--- config.mk ---
export PLATFORM = sky130hd
export DESIGN_NAME = pip_ram
export DESIGN_NICKNAME = d
export VERILOG_FILES = /design/src/rtl/pip_ram.sv
export SDC_FILE = /design/constraint.sdc
export NUM_CORES = 1
export LEC_CHECK = 0
export BUFFER_PORTS_ARGS = -buffer_cell sky130_fd_sc_hd__buf_2
export CORE_MARGIN = 5
export CORE_UTILIZATION = 45
export CTS_CLUSTER_SIZE = 12
export DETAILED_ROUTE_END_ITERATION = 10
export GPL_ROUTABILITY_DRIVEN = 1
export PLACE_DENSITY = 0.75
export SLEW_MARGIN = 40
export SYNTH_ARGS = -nofsm -noshare
export SYNTH_HDL_FRONTEND = slang
export SYNTH_SLANG_ARGS = --single-unit
--- constraint.sdc ---
create_clock -name clk_i -period 1.85 [get_ports clk_i]
set_input_delay 0.37 -clock clk_i [delete_from_list [all_inputs] [get_ports clk_i]]
set_output_delay 0.37 -clock clk_i [all_outputs]
set_load 0.05 [all_outputs]
--- src/rtl/pip_ram.sv ---
module pip_ram #(
  parameter int Width = 8,
  parameter int Depth = 16,
  localparam int AddrBits = (Depth > 1) ? $clog2(Depth) : 1
) (
  input  logic                clk_i,
  input  logic                we_i,
  input  logic [AddrBits-1:0] waddr_i,
  input  logic [Width-1:0]    wdata_i,
  input  logic                re_i,
  input  logic [AddrBits-1:0] raddr_i,
  output logic [Width-1:0]    rdata_o
);

  logic [Width-1:0] mem_q [Depth];
  logic [Width-1:0] rdata_q;

  always_ff @(posedge clk_i) begin
    if (we_i) begin
      mem_q[waddr_i] <= wdata_i;
    end
    if (re_i) begin
      rdata_q <= mem_q[raddr_i];
    end
  end

  assign rdata_o = rdata_q;

endmodule

==> results_dict.tcl <==
set metrics [dict create \
    finalSetupViolations 0 \
    grt_usage 0.160 \
    worst_pin_slew_ns 0.352 \
    irDropWorstVdd_v 0.000555 \
    grt_start_max_net_pins 21 \
    io_pins 27 \
    place_congestion 0.706 \
    fin_area_mm2 0.00628 \
    syn_avg_cell_area_um2 22.8 \
    slew_headroom 0.765 \
    finalNonFillerCells 445 \
    clock_latency_ns 0.41 \
    post-cts-setup-buffers 0 \
    p_leak_nw 2.13 \
    fin_tns_setup_ns 0 \
    cp_max_fo 1 \
    ctsResizeCount 0 \
    cpMaxStageDelayCell "mux4_2" \
    synth-seq-area-share 0.781 \
    cts_tree "yes" \
    initial_utilization 0.458 \
    rows 39 \
    start_kind "flop" \
    grt_pass1_vias 2670 \
    n_antenna_cell 0 \
    antenna_found_initial 0 \
    path_clk_slew_ns 0.06 \
    rsz0062_at_grt "false" \
    drv_cap 0 \
    critPathCaptureType "flop" \
    dpl_cell_area_mm2 0.00568 \
    critical_path_required_ns 2.00 \
    min_path_type "primary input to flop" \
    drtIter0Drc 157 \
    firstDrtPassIters 4 \
    finalWirelength_um 10500 \
    ant_nets 0 \
    worstPathCellList "mux4_2, a22oi_1, nand2_1" \
    yosys.area.top_type_share 0.781 \
    ys_top_cells_by_area "edfxtp_1 78%, mux4_2 7.8%, mux4_1 7.0%" \
    clock_tree.buffer_depth 2 \
    fillers 849 \
    layout-drive-gt1-share 0.334 \
    root_buffer "clkbuf_16" \
    synth_cell_types 18 \
    fmax_mhz 661 \
    numPlacedInstances 413 \
    grt-ovfl-total 0 \
    period_share 0.818 \
    cts_made_buffers 17 \
    min_period_ns 1.51 \
    outcome "complete, no violations" \
    vias_per_cell 5.69 \
    cts.sinks 136 \
    postSynthCellCount 229 \
    vias 2534 \
    syn_area_mm2 0.00523 \
    yosys_warnings 0 \
    die_width_um 118 \
    syn_nets 248 \
    powerDensity_mw_per_mm2 1160 \
    fp.coreArea_mm2 0.0114 \
    hold_viol 0 \
    drv_slew 0 \
    routedWlPerCell_um 23.7 \
    ctsHtreeMaxLevel 4 \
    max_stage_delay_ns 0.48 \
    fp.dieH_um 118 \
    dp_hpwl_um 6550 \
    ctsHoldBuffers 0 \
    syn2layout_area_growth_pct 20.2 \
    crit_type "flop to flop" \
    port_buffers 26 \
    skew_ns 0.00676 \
    synth_largest_area_cell "edfxtp_1" \
    cp_data_arrival_time_ns 1.66 \
    grt_pass1_wl_um 16200 \
    nets 308 \
    ys_ff_latch 136 \
    die_area_mm2 0.0139 \
    drc_errors 0 \
]
## layout make-up
cell class	count	area, um2	area share
multi-input combinational	83	1060	0.169
clock inverter	14	175	0.0279
timing repair buffer	51	355	0.0565
tap	143	179	0.0285
clock buffer	18	429	0.0683
sequential	136	4080	0.650
## cell usage in the layout, fill, tap and decap left out, types with 2 or more instances in the layout
cell and count:
a22oi_1 16, buf_12 3, buf_2 26, buf_4 22, bufinv_16 3, clkbuf_16 17
clkinv_4 3, clkinvlp_4 5, edfxtp_1 136, inv_6 2, mux4_1 14, mux4_2 18
nand2_1 9, nand2b_1 2, nand3b_1 2, nor2_1 13, nor3_1 3
## registers in the layout (all words and copies together) (netlist names)
name     cells
mem_q      128
rdata_o      8
## power by group
group	switching, mW	internal, mW
combinational	0.241	0.147
clock	1.27	2.13
sequential	0.0193	3.47
## worst paths after layout
kind,start,to,slack [ns],cells past startpoint
max,mem_q[3][6],rdata_o[6],0.34,3
min reg2reg,mem_q[8][1],rdata_o[1],0.76,3
max reg2reg,mem_q[3][6],rdata_o[6],0.34,3
min,wdata_i[5],mem_q[14][5],0.35,1
## metrics by stage
step | utilization | hold slack [ns] | power, mW | setup slack, ns
final | 0.550 | 0.350 | 7.27 | 0.337
after floorplan | - | 0.469 | 3.78 | 0.198
after global routing | 0.550 | 0.340 | 7.49 | 0.270
after global placement | 0.497 | 0.739 | 3.92 | -0.0704
after detailed placement | 0.497 | 0.742 | 3.94 | -0.0939
after CTS | 0.550 | 0.334 | 7.32 | 0.318
## critical path, delay by kind of cell (launching register included)
kind            cells  cell delay [ns]
flops               1             0.37
simple gates        1             0.10
mux                 1             0.48
compound gates      1             0.31
## per-layer routing
metal	global-route usage	wire, um	vias to the layer above
met3	0.0553	653	13
met1	0.209	4420	1330
met4	0.0516	108	0
met5	0	0	-
met2	0.255	5360	86
li1	-	-	1105
## cells by family (layout without fill, tap and decap cells)
| kind of cell | after synthesis | in the layout | share of synthesized area |
|---|---|---|---|
| flip-flops | 136 | 136 | 0.781 |
| AND/OR/NAND/NOR | 35 | 35 | 0.0314 |
| multiplexers | 32 | 32 | 0.148 |
| AO/OA/AOI/OAI | 16 | 16 | 0.0230 |
| buffers and inverters | 10 | 83 | 0.0165 |
## cell usage after synthesis (all sizes together)
library cell and number:
mux4 32, and2b 1, clkdlybuf4s25 3, edfxtp 136, nand2 9, nand2b 2
nor2 13, nand3b 2, nor2b 1, nand3 1, nor3 4, and2 1
or3b 1, buf 7, a22oi 16
No activity file was read; power rests on OpenSTA's default activity.
